File: src/rtl/core/urpw_pkg.sv
// ============================================================================
// urpw_pkg: shared types and constants of the user range page-walk checker
// Table geometry, entry bit positions, codes and the control structs.
// ============================================================================
`timescale 1ns / 1ps

package urpw_pkg;

   // table store geometry
   localparam int TABLE_WORDS_LOG2 = 16;
   localparam int SLOT_W           = 9;
   localparam int TBL_IDX_W        = TABLE_WORDS_LOG2;
   localparam int BASE_IDX_W       = TABLE_WORDS_LOG2 - SLOT_W;

   // address and entry layout
   localparam int PAGE_SHIFT   = 12;
   localparam int PHYS_W       = 52;
   localparam int USER_VA_W    = 47;
   localparam int PAGE_NUM_W   = 64 - PAGE_SHIFT;
   localparam int FRAME_W      = PHYS_W - PAGE_SHIFT;
   localparam int USER_TOP_PG  = USER_VA_W - PAGE_SHIFT;
   localparam int BIT_PRESENT  = 0;
   localparam int BIT_WRITE    = 1;
   localparam int BIT_USER     = 2;

   localparam logic [USER_VA_W-1:0] USER_BASE_RESET = USER_VA_W'(4096);

   // item and register codes
   localparam logic FUNC_WRITE = 1'b0;
   localparam logic FUNC_CHECK = 1'b1;
   localparam logic CSR_ROOT   = 1'b0;
   localparam logic CSR_UBASE  = 1'b1;

   typedef enum logic [1:0] {
      LVL_PML4 = 2'd0,
      LVL_PDPT = 2'd1,
      LVL_PD   = 2'd2,
      LVL_PT   = 2'd3
   } level_type;

   typedef enum logic [2:0] {
      S_CLEAR,
      S_IDLE,
      S_PREP,
      S_PAGE,
      S_READ,
      S_EVAL,
      S_DONE
   } state_type;

   typedef struct packed {
      logic [PHYS_W-1:0]    root;
      logic [USER_VA_W-1:0] ubase;
   } cfg_type;

   typedef struct packed {
      logic        func;
      logic [15:0] word_index;
      logic [63:0] word_data;
      logic [63:0] range_va;
      logic [31:0] byte_length;
      logic        need_write;
   } req_payload_type;

   typedef struct packed {
      logic accept;
      logic is_check;
   } beat_type;

   typedef struct packed {
      logic take;
      logic write_word;
      logic load_item;
      logic init_pages;
      logic start_walk;
      logic read;
      logic descend;
      logic next_page;
      logic fail;
      logic push;
   } cmd_type;

   typedef struct packed {
      logic clearing;
      logic zero_len;
      logic wrap;
      logic window_ok;
      logic outside;
      logic entry_ok;
      logic leaf;
      logic write_ok;
      logic end_page;
      logic out_free;
   } stat_type;

endpackage

File: src/rtl/core/urpw_ctrl.sv
// ============================================================================
// urpw_ctrl: walk sequencer
// Steps through range setup, per-page window check and four table levels.
// ============================================================================
`timescale 1ns / 1ps

module urpw_ctrl
   import urpw_pkg::*;
(
   input  logic     clock,
   input  logic     reset,
   input  beat_type beat,
   input  stat_type stat,
   output cmd_type  cmd
);

   state_type state_ff;
   state_type state_in;

   always_ff @(posedge clock) begin
      if (reset) begin
         state_ff <= S_CLEAR;
      end else begin
         state_ff <= state_in;
      end
   end

   // next state
   always_comb begin
      state_in = state_ff;
      case (state_ff)
         S_CLEAR: begin
            if (!stat.clearing) state_in = S_IDLE;
         end
         S_IDLE: begin
            if (beat.accept && beat.is_check) state_in = S_PREP;
         end
         S_PREP: begin
            if (stat.zero_len || stat.wrap) state_in = S_DONE;
            else                           state_in = S_PAGE;
         end
         S_PAGE: begin
            if (stat.window_ok) state_in = S_READ;
            else                state_in = S_DONE;
         end
         S_READ: begin
            if (stat.outside) state_in = S_DONE;
            else              state_in = S_EVAL;
         end
         S_EVAL: begin
            if (!stat.entry_ok)                   state_in = S_DONE;
            else if (!stat.leaf)                  state_in = S_READ;
            else if (!stat.write_ok)              state_in = S_DONE;
            else if (stat.end_page)               state_in = S_DONE;
            else                                  state_in = S_PAGE;
         end
         S_DONE: begin
            if (stat.out_free) state_in = S_IDLE;
         end
         default: begin
            state_in = S_CLEAR;
         end
      endcase
   end

   // command outputs
   always_comb begin
      cmd = '0;
      case (state_ff)
         S_CLEAR: begin
         end
         S_IDLE: begin
            cmd.take       = 1'b1;
            cmd.write_word = beat.accept && !beat.is_check;
            cmd.load_item  = beat.accept && beat.is_check;
         end
         S_PREP: begin
            cmd.fail       = !stat.zero_len && stat.wrap;
            cmd.init_pages = !stat.zero_len && !stat.wrap;
         end
         S_PAGE: begin
            cmd.fail       = !stat.window_ok;
            cmd.start_walk = stat.window_ok;
         end
         S_READ: begin
            cmd.fail = stat.outside;
            cmd.read = !stat.outside;
         end
         S_EVAL: begin
            cmd.fail      = !stat.entry_ok || (stat.leaf && !stat.write_ok);
            cmd.descend   = stat.entry_ok && !stat.leaf;
            cmd.next_page = stat.entry_ok && stat.leaf && stat.write_ok &&
                            !stat.end_page;
         end
         S_DONE: begin
            cmd.push = stat.out_free;
         end
         default: begin
            cmd = '0;
         end
      endcase
   end

endmodule

File: config.mk
export PLATFORM = sky130hd
export DESIGN_NAME = urpw_ctrl
export DESIGN_NICKNAME = d
export VERILOG_FILES = /design/src/rtl/core/urpw_pkg.sv /design/src/rtl/core/urpw_ctrl.sv
export SDC_FILE = /design/constraint.sdc
export NUM_CORES = 1
export LEC_CHECK = 0
export BUFFER_PORTS_ARGS = -buffer_cell sky130_fd_sc_hd__clkbuf_2
export CORE_AREA = 4 4 41 43
export DETAILED_ROUTE_END_ITERATION = 10
export DIE_AREA = 0 0 45 47
export GPL_TIMING_DRIVEN = 1
export MAX_ROUTING_LAYER = met4
export PLACE_DENSITY = 0.61
export SETUP_SLACK_MARGIN = 0.4
export SLEW_MARGIN = 25
export SYNTH_ARGS = -nofsm -noshare
export SYNTH_HDL_FRONTEND = slang
export SYNTH_SLANG_ARGS = --single-unit
export TNS_END_PERCENT = 5
File: constraint.sdc
create_clock -name clock -period 1.2 [get_ports clock]
set_input_delay 0.24 -clock clock [delete_from_list [all_inputs] [get_ports clock]]
set_output_delay 0.24 -clock clock [all_outputs]
set_load 0.02 [all_outputs]
* Word level (Yosys, flattened, before mapping)
Index checks and enable logic that the tools add are counted.
W data, S select, Z words.
** Word-level totals
- Register bits after elaboration :: 3
** Cells by class
- Eq/ne operators :: 9
- Muxes and demuxes :: 18
- Reduce and logical (&&, ||, !) cells :: 22
** Operator list (number)
- $mux W3 :: 9
- $pmux W3 S7 :: 1
- $eq A3 B3 Y1 const B :: 3
- $logic_and A1 B1 Y1 :: 9
- $logic_not A1 Y1 :: 9
- $eq A3 B2 Y1 const B :: 2
- $mux W2 :: 3
- $ne A2 B2 Y1 const B :: 3
- $mux W1 :: 4
- $pmux W1 S4 :: 1
- $eq A3 B1 Y1 const B :: 1
- $logic_not A3 Y1 :: 1
- $reduce_and A3 Y1 :: 1
- $logic_or A1 B1 Y1 :: 2

* Logic depth before layout (Yosys ltp)
Gate-level depths: netlist of the first run.
- Word-level depth :: 5
- Gate-level depth with buffers :: 5
- Gate-level depth less buffers :: 4

* Least setup slack after synthesis of the first run
No wires, ideal clock.
- Path kind :: flip-flop to output port
- Start :: register state_ff[0]
- End :: output port cmd[8] (netlist bit)
- Data required time :: 0.960 ns
- Buffers on the path :: 1
- Slack :: -0.406 ns
- Stages on the path, launching flop included :: 5
- Arrival time :: 1.366 ns
- Path through :: dfxtp_1 buf_6 inv_2 or3_4 nor3b_1
** RTL lines
- start: declaration :: line urpw_ctrl.sv:17 : state_type state_ff;
- start signal: assignment :: line urpw_ctrl.sv:24 : state_ff <= state_in;
- end: declaration :: line urpw_ctrl.sv:14 : output cmd_type cmd

==> metrics, run 1 <==
result of the run complete, but fails checks; violations in the final reports setup timing; number of H-tree branching levels 1; class of the tightest hold or removal check in2reg; number of instances in the synthesized netlist 54; depth of the worst register-to-register path 5; DPL Wire Length 1034 um; wirelength, routed 1362 um; total power consumption of the routed design slightly above 900 uW; final instance area around 760 um2; setup violation total in the final timing report 11; DR DRC count 0; Reg clk slew, reported paths 40 ps; worst endpoint required time ~960 ps; biggest regs state_ff (3); Worst setup SP type register; count of port buffers added during placement 23; Tightest Pin Transition approximately 310 ps; root buffer cell clkbuf_4; sequential-to-total area share from yosys stat between 10% and 20%; wire length of the first global-routing pass 2152 um; synthesized net count 68; count of cells along the worst hold path 2; Final min period roughly 1600 ps; pwr dens roughly 1200 mW/mm2; FP Rows 13; GRT Overall Usage between 15 and 20%; count of hold buffers inserted by post-cts repair 0; cell area after technology mapping roughly 370 um2; grt total ovfl 0; Nets 108; Diodes inserted 0; Starting Density 28.46%; CP max FO 3; setup clock skew after layout about 1.2 ps; Slowest cell on crit path or3_4; area post-placement roughly 640 um2; Relative slew margins around four fifths; max-slew violation total from the final report 0; clk sinks 3; count of antenna-violating nets left after detailed routing 0; Post-synth top flop dfxtp_1; # Post-CTS Setup Buffers 0; mean instance size in the synthesized netlist roughly 6.9 um2; Hold Violations, Final 0; CP top delay family simple AND/OR/NAND/NOR gates; num ports 24; Netlist cell types 31; startpoint of the worst register-to-register path state_ff[1]; flip-flop count of the largest register after layout 3; worst-skew pair later-pin latency roughly 240 ps; vias per inst between 5 and 6; Die Height about 47 um; sink of the worst hold path state_ff[2]; maximum vdd drop around 0.00075 V; Routability Congestion roughly 0.73; worst stage delay on the critical path between 400 and 500 ps; setup repair after global routing missed its margin true; share of flip-flops with an asynchronous set or reset 0%; number of synthesized flops with an enable pin 0; CP Buf/Inv Count 2; clock tree from TritonCTS yes; fraction of layout cells with a size suffix above 1 between 60% and 70%; CP Data Arrival Time about 1300 ps; worst hold start reset; floorplan die width between 40 and 50 um; total core area 0.001301 mm2; number of violations of the max-capacitance limit 0; leakage power figure between 0.0003 and 0.0004 uW; maximum clock insertion buffer count 2; largest net degree at the start of global routing 15; number of buffers created by CTS 3; Tcrit/Tclk final 131.1%; router iterations before antenna repair 2; DR vias approximately 540; Highest Clock Rate 635.6 MHz; Top reg by flops state_ff; register bit total from synthesis 3; initial antenna violation count 0; wire per inst around 13 um; via count of the first global-routing pass 514; crit-path cells or3_4 -> inv_4 -> and3_4 -> buf_8; worst flop-to-flop path endpoint state_ff[0]; setup slack of the critical path after layout -373.4 ps; overall die area around 0.0021 mm2; worst setup slack for register-to-register paths -30 ps; Syn-to-layout area delta 106.4%; Ys Warns 0; Setup CP Type reg2out; Worst setup EP type output pin; Post-Route Hold Slack between 200 and 250 ps; count of routing violations after the opening detailed-route iteration 6
routing by layer:
layer	track usage [%]	share of wire [%]	vias to the layer above
met1	15.87	40	244
met4	6.433	1.0	0
li1	-	-	283
met2	24.29	52	14
met5	-	0	-
met3	6.897	6.5	2
layout make-up:
type	instances	area [um2]
multi-input cells	44	339.1
inverters	3	13.76
repair buffers	39	302.8
flip-flops and latches	3	63.81
fillers	135	536.8
well taps	15	18.77
clock buffers	4	26.28
worst max-delay path by stage:
stage	from	to	slack (ps)	depth (start not counted)
floorplan	state_ff[0]	cmd[7]	-150	5
global route	state_ff[1]	cmd[8]	-430	3
finish	state_ff[1]	cmd[7]	-370	4
CTS	state_ff[1]	cmd[7]	-390	4
detailed placement	state_ff[1]	state_ff[0]	-180	5
global placement	state_ff[1]	state_ff[0]	-170	5
through the flow:
step	utilization [%]	std cells	setup TNS [ps]	worst slack, ps
finish	58.75	108	-2814	-373.4
global route	58.75	108	-3569	-432.5
CTS	57.12	108	-3135	-392.5
detailed placement	49.52	104	-1016	-179.3
global placement	49.52	104	-843.7	-168.3
floorplan	-	54	-866.6	-150.8
synth_stat cells (2+ instances only):
master	n	share of area (%)
nor2_1	10	10
o21ai_0	2	2.7
buf_2	2	2.7
nand2_1	3	3.0
a211oi_1	2	4.1
nor3b_1	3	6.1
o211ai_1	2	4.1
inv_2	2	2.0
a31oi_1	2	3.4
dfxtp_1	3	16
a21oi_1	2	2.7
a211o_1	2	4.7
logic make-up (layout without fill, tap and decap cells):
logic type	after synthesis	count (layout)	share of synthesized area (%)
AND/OR/NAND/NOR	26	26	38.52
buffers and inverters	7	46	10.81
flip-flops	3	3	16.22
AO/OA/AOI/OAI	18	18	34.46
cell usage in the layout, fill, tap and decap left out, drive strengths merged:
cell	n
nand3	1
or3	1
o211ai	2
a2bb2oi	1
o31ai	1
a21o	1
and3	1
a2111oi	1
o41ai	1
inv	3
nor4	1
nand2b	1
nand4	1
buf	23
dfxtp	3
a211o	2
o21ai	2
nor3	1
nand4b	1
nand2	3
a31oi	2
a211oi	2
o22ai	1
nand3b	1
nor4b	1
nor3b	3
clkbuf	20
a21oi	2
nor2	10
what timing repair did:
action | in CTS | in global routing
pin swaps | 5 | 0
endpoints found under the setup margin | 13 | 13
resized for setup | 19 | 13
power breakdown:
group / internal [uW] / switching [uW]
Combinational: 312 / 281
Sequential: 126 / 18.2
Clock: 125 / 58.9
Total: 562 / 358
No activity file was read; power rests on OpenSTA's default activity.
==> inputs of run 2 (changes only) <==
==> constraint.sdc (replaced) <==
create_clock -name clock -period 1.2 [get_ports clock]
set_input_delay 0.24 -clock clock [delete_from_list [all_inputs] [get_ports clock]]
set_output_delay 0.24 -clock clock [all_outputs]
set_load 0.1 [all_outputs]
==> run 2 against run 1 <==
The run still ends with setup timing left. Critical path depth stayed put. Sequential cell count stayed put. Clock-buffer cell count stayed put. Clock skew is 5.3 ps higher. Global-route usage is 0.16 points lower. Utilization is 9.7 points higher. Setup slack worse by 75 ps. Critical endpoint unchanged.
==> metrics, run 2 (synthesis results as in run 1) <==
setup repair after global routing missed its margin true; number of H-tree branching levels 1; number of buffers created by CTS 3; number of fill cells in the layout ~120; DR DRC count 0; CP max FO 5; cell count after placement approximately 110; Syn-to-layout area delta 140.5%; worst endpoint required time around 960 ps; Nets approximately 110; Routability Congestion 0.8167; wire per inst approximately 12 um; largest net degree at the start of global routing 11; Setup CP Type reg2out; commonest cells after routing, fill and taps aside buf_4, clkbuf_2, buf_12; Relative slew margins between 70% and 80%; CP Data Arrival Time around 1400 ps; count of routing violations after the opening detailed-route iteration 2; area post-placement approximately 850 um2; wire length of the first global-routing pass approximately 2200 um; biggest regs state_ff (3); commonest non-fill, non-tap cell in the layout buf_4; total core area between 0.001 and 0.0015 mm2; clk sinks 3; clock tree from TritonCTS yes; root buffer cell clkbuf_4; setup violation total in the final timing report 11; setup total negative slack -3723 ps; Highest Clock Rate ~610 MHz; pwr dens 1312 mW/mm2; floorplan die width ~45 um; Hold Violations, Final 0; flip-flop count of the largest register after layout 3; count of hold buffers inserted by post-cts repair 0; wirelength, routed about 1300 um; Worst setup EP type output pin; # Post-CTS Setup Buffers 0; router iterations before antenna repair 3; maximum clock insertion buffer count 2; count of antenna-violating nets left after detailed routing 0; Worst setup SP type register; final instance area 890.9 um2; DPL Wire Length 1147 um; vias per inst between 5 and 6; Top reg by flops state_ff; maximum vdd drop 0.0007564 V; GRT Overall Usage 14.91%; class of the tightest hold or removal check in2reg; Finished Layout Cells about 110; setup slack of the critical path after layout -448.3 ps; violations in the final reports setup timing; Tightest Pin Transition 329.8 ps; DR vias 550; Final min period ~1600 ps; fraction of layout cells with a size suffix above 1 between 60% and 70%; FP Rows 13; Die Height ~47 um; Diodes inserted 0; initial antenna violation count 0; leakage power figure about 0.00038 uW; Reg clk slew, reported paths about 40 ps; overall die area 0.002115 mm2; num ports 24; count of port buffers added during placement 23; Tcrit/Tclk final 137.4%; via count of the first global-routing pass 556; Starting Density roughly 28%; grt total ovfl 0; Post-Route Hold Slack 264.6 ps; setup clock skew after layout 6.481 ps; number of violations of the max-capacitance limit 0; worst-skew pair later-pin latency about 240 ps; max-slew violation total from the final report 0; result of the run complete, but fails checks
==> run 2: metrics by stage <==
stage / setup slack, ps / utilization [%] / power [uW]
2_1_floorplan: -675.4 / - / 670.4
3_3_place_gp: -277.0 / 65.29 / 957.8
3_5_place_dp: -306.2 / 65.29 / 967.1
4_1_cts: -453.7 / 67.98 / 1170
5_1_grt: -486.6 / 68.46 / 1238
6_report: -448.3 / 68.46 / 1169
==> run 2: area by class of cell <==
type	count	area [um2]	share of cell area, %
Clock buffer	4	26.28	2.949
Inverter	3	11.26	1.264
Multi-Input combinational cell	44	371.6	41.71
Sequential cell	3	66.31	7.444
Tap cell	15	18.77	2.107
Timing Repair Buffer	40	396.6	44.52
==> run 2: timing repair <==
item,4_1_cts,5_1_grt
hold endpoints to repair,0,0
resized for setup,4,2
endpoints found under the setup margin,13,13
pin swaps,2,0
==> run 2: final timing paths <==
path,startpoint,to,slack (ps),depth (start not counted)
setup / recovery,state_ff[1],cmd[7],-450,4
hold reg to reg,state_ff[2],state_ff[2],530,2
hold / removal,reset,state_ff[2],260,2
setup reg to reg,state_ff[1],state_ff[0],0,5
==> run 2: power breakdown <==
group | total [uW] | internal, uW | switching (uW) | leakage (uW)
Combinational | 828 | 369 | 459 | 0.000340
Clock | 184 | 125 | 59.0 | 0.0000150
Sequential | 157 | 129 | 28.2 | 0.0000261
==> run 2: critical path, cell delays in order (launching register included) <==
cell and delay (ps):
dfxtp_2 330, or3_4 410, inv_2 70, and3_4 190
buf_12 170
==> run 2: metal layers <==
layer  GRT usage, %  vias to the layer above  share of wire (%)
met2          27.12                       11                 53
met4          5.263                        0                1.6
met3          2.682                        2                4.4
met1          16.10                      248                 41
met5              -                        -                  0
li1               -                      289                  -
==> inputs of run 3 (changes only) <==
--- a/config.mk
+++ b/config.mk
@@ -6,13 +6,14 @@
 export NUM_CORES = 1
 export LEC_CHECK = 0
 export BUFFER_PORTS_ARGS = -buffer_cell sky130_fd_sc_hd__clkbuf_2
-export CORE_AREA = 4 4 41 43
+export CORE_AREA = 8 8 45 47
+export CTS_CLUSTER_SIZE = 30
 export DETAILED_ROUTE_END_ITERATION = 10
-export DIE_AREA = 0 0 45 47
+export DIE_AREA = 0 0 53 55
 export GPL_TIMING_DRIVEN = 1
 export MAX_ROUTING_LAYER = met4
 export PLACE_DENSITY = 0.61
-export SETUP_SLACK_MARGIN = 0.4
+export SETUP_SLACK_MARGIN = 0.3
 export SLEW_MARGIN = 25
 export SYNTH_ARGS = -nofsm -noshare
 export SYNTH_HDL_FRONTEND = slang
==> run 3 against run 2 <==
The flow still finishes with violations (setup timing). Die area up 38%. Setup slack worse by 13 ps. Non-clock buffer count unchanged. Via count up 2.7%. Cell area up 2.7%. Combinational power up 3.0%. Largest cell class unchanged. Critical path type unchanged. Clock skew down 4.2 ps. Utilization down 2.4 points. Clock power down 4%. Global-route usage down 4.4 points.
==> metrics, run 3 (synthesis results as in run 1) <==
Top reg by flops state_ff; initial antenna violation count 0; via count of the first global-routing pass 555; num ports 24; number of buffers created by CTS 3; setup slack of the critical path after layout -461.6 ps; vias per inst 5.136; Worst setup SP type register; wirelength, routed 1423 um; pwr dens around 1300 mW/mm2; overall die area 0.002915 mm2; clk sinks 3; setup clock skew after layout approximately 2.2 ps; DR vias about 570; leakage power figure 0.0003867 uW; CP Data Arrival Time 1420 ps; Finished Layout Cells 110; count of routing violations after the opening detailed-route iteration 11; DR DRC count 0; count of cells along the worst hold path 2; Worst setup EP type output pin; grt total ovfl 0; depth of the worst register-to-register path 5; Reg clk slew, reported paths approximately 40 ps; GRT Overall Usage a little over a tenth; Starting Density a little over a quarter; Relative slew margins around three quarters; router iterations before antenna repair 4; root buffer cell clkbuf_4; wire per inst 12.94 um; wire length of the first global-routing pass ~2300 um; Tcrit/Tclk final 138.5%; Die Height roughly 55 um; total core area around 0.0014 mm2; floorplan die width between 50 and 60 um; largest net degree at the start of global routing 18; DPL Wire Length between 1000 and 1500 um; CP max FO 7; class of the tightest hold or removal check in2reg; setup violation total in the final timing report 11; pre-CTS setup slack -219.7 ps; cell count after placement between 100 and 150; fraction of layout cells with a size suffix above 1 about 65%; total power consumption of the routed design 1190 uW; commonest non-fill, non-tap cell in the layout buf_4; Post-Route Hold Slack roughly 250 ps; setup repair after global routing missed its margin true; count of port buffers added during placement 23; Routability Congestion roughly 0.84; count of antenna-violating nets left after detailed routing 0; Highest Clock Rate 601.8 MHz; Final min period roughly 1700 ps; flip-flop count of the largest register after layout 3; maximum clock insertion buffer count 2; Setup CP Type reg2out; commonest cells after routing, fill and taps aside buf_4, clkbuf_2, buf_12; result of the run complete, but fails checks; number of violations of the max-capacitance limit 0; Diodes inserted 0; worst-skew pair later-pin latency about 230 ps; max-slew violation total from the final report 0; Nets about 110; Tightest Pin Transition between 300 and 400 ps; maximum vdd drop just over 0.0008 V; biggest regs state_ff (3); worst endpoint required time 960 ps; Syn-to-layout area delta 147.0%; FP Rows 14; number of H-tree branching levels 1; clock tree from TritonCTS yes; violations in the final reports setup timing; Hold Violations, Final 0; count of hold buffers inserted by post-cts repair 0
run 3: through the flow:
stage / utilization [%] / cell area (um2) / setup TNS (ps)
after global routing: 66.09 / 914.6 / -4480
final: 66.09 / 914.6 / -3804
after global placement: 60.76 / 840.8 / -1524
after floorplan: - / 479.2 / -5785
after detailed placement: 60.76 / 840.8 / -1712
after CTS: 63.56 / 879.6 / -3852
run 3: cell type report:
class	instances	area, um2
clock buffers	4	26.28
flip-flops and latches	3	68.82
repair buffers	40	409.1
inverters	3	11.26
multi-input cells	44	379.1
fillers	123	469.2
well taps	16	20.02
run 3: worst max-delay path, cell delays in order, from the launching register on:
cell,delay [ps]
dfxtp_4,360
or3_4,390
inv_2,80
and3_4,190
buf_12,170
run 3: what timing repair did:
action                     CTS  global route
pin swaps                    3             3
setup buffers                0             3
gates resized for setup      5             3
setup endpoints to repair   13            13
run 3: power by group:
part,internal [uW],switching [uW],total [uW]
Sequential,129,30.2,159
Clock,125,52.8,177
Combinational,384,469,853
run 3: path summary, 6_finish.rpt:
kind / from / slack [ps] / end
worst max-delay path: state_ff[2] / -460 / cmd[7]
worst min-delay path: reset / 250 / state_ff[2]
worst max register to register: state_ff[1] / -110 / state_ff[0]
worst min register to register: state_ff[1] / 580 / state_ff[1]
run 3: routing by layer:
layer	track usage, %	part of all wire [%]
met5	-	0
met4	3.879	1.5
met3	1.872	5.6
met2	19.14	55
met1	10.93	38
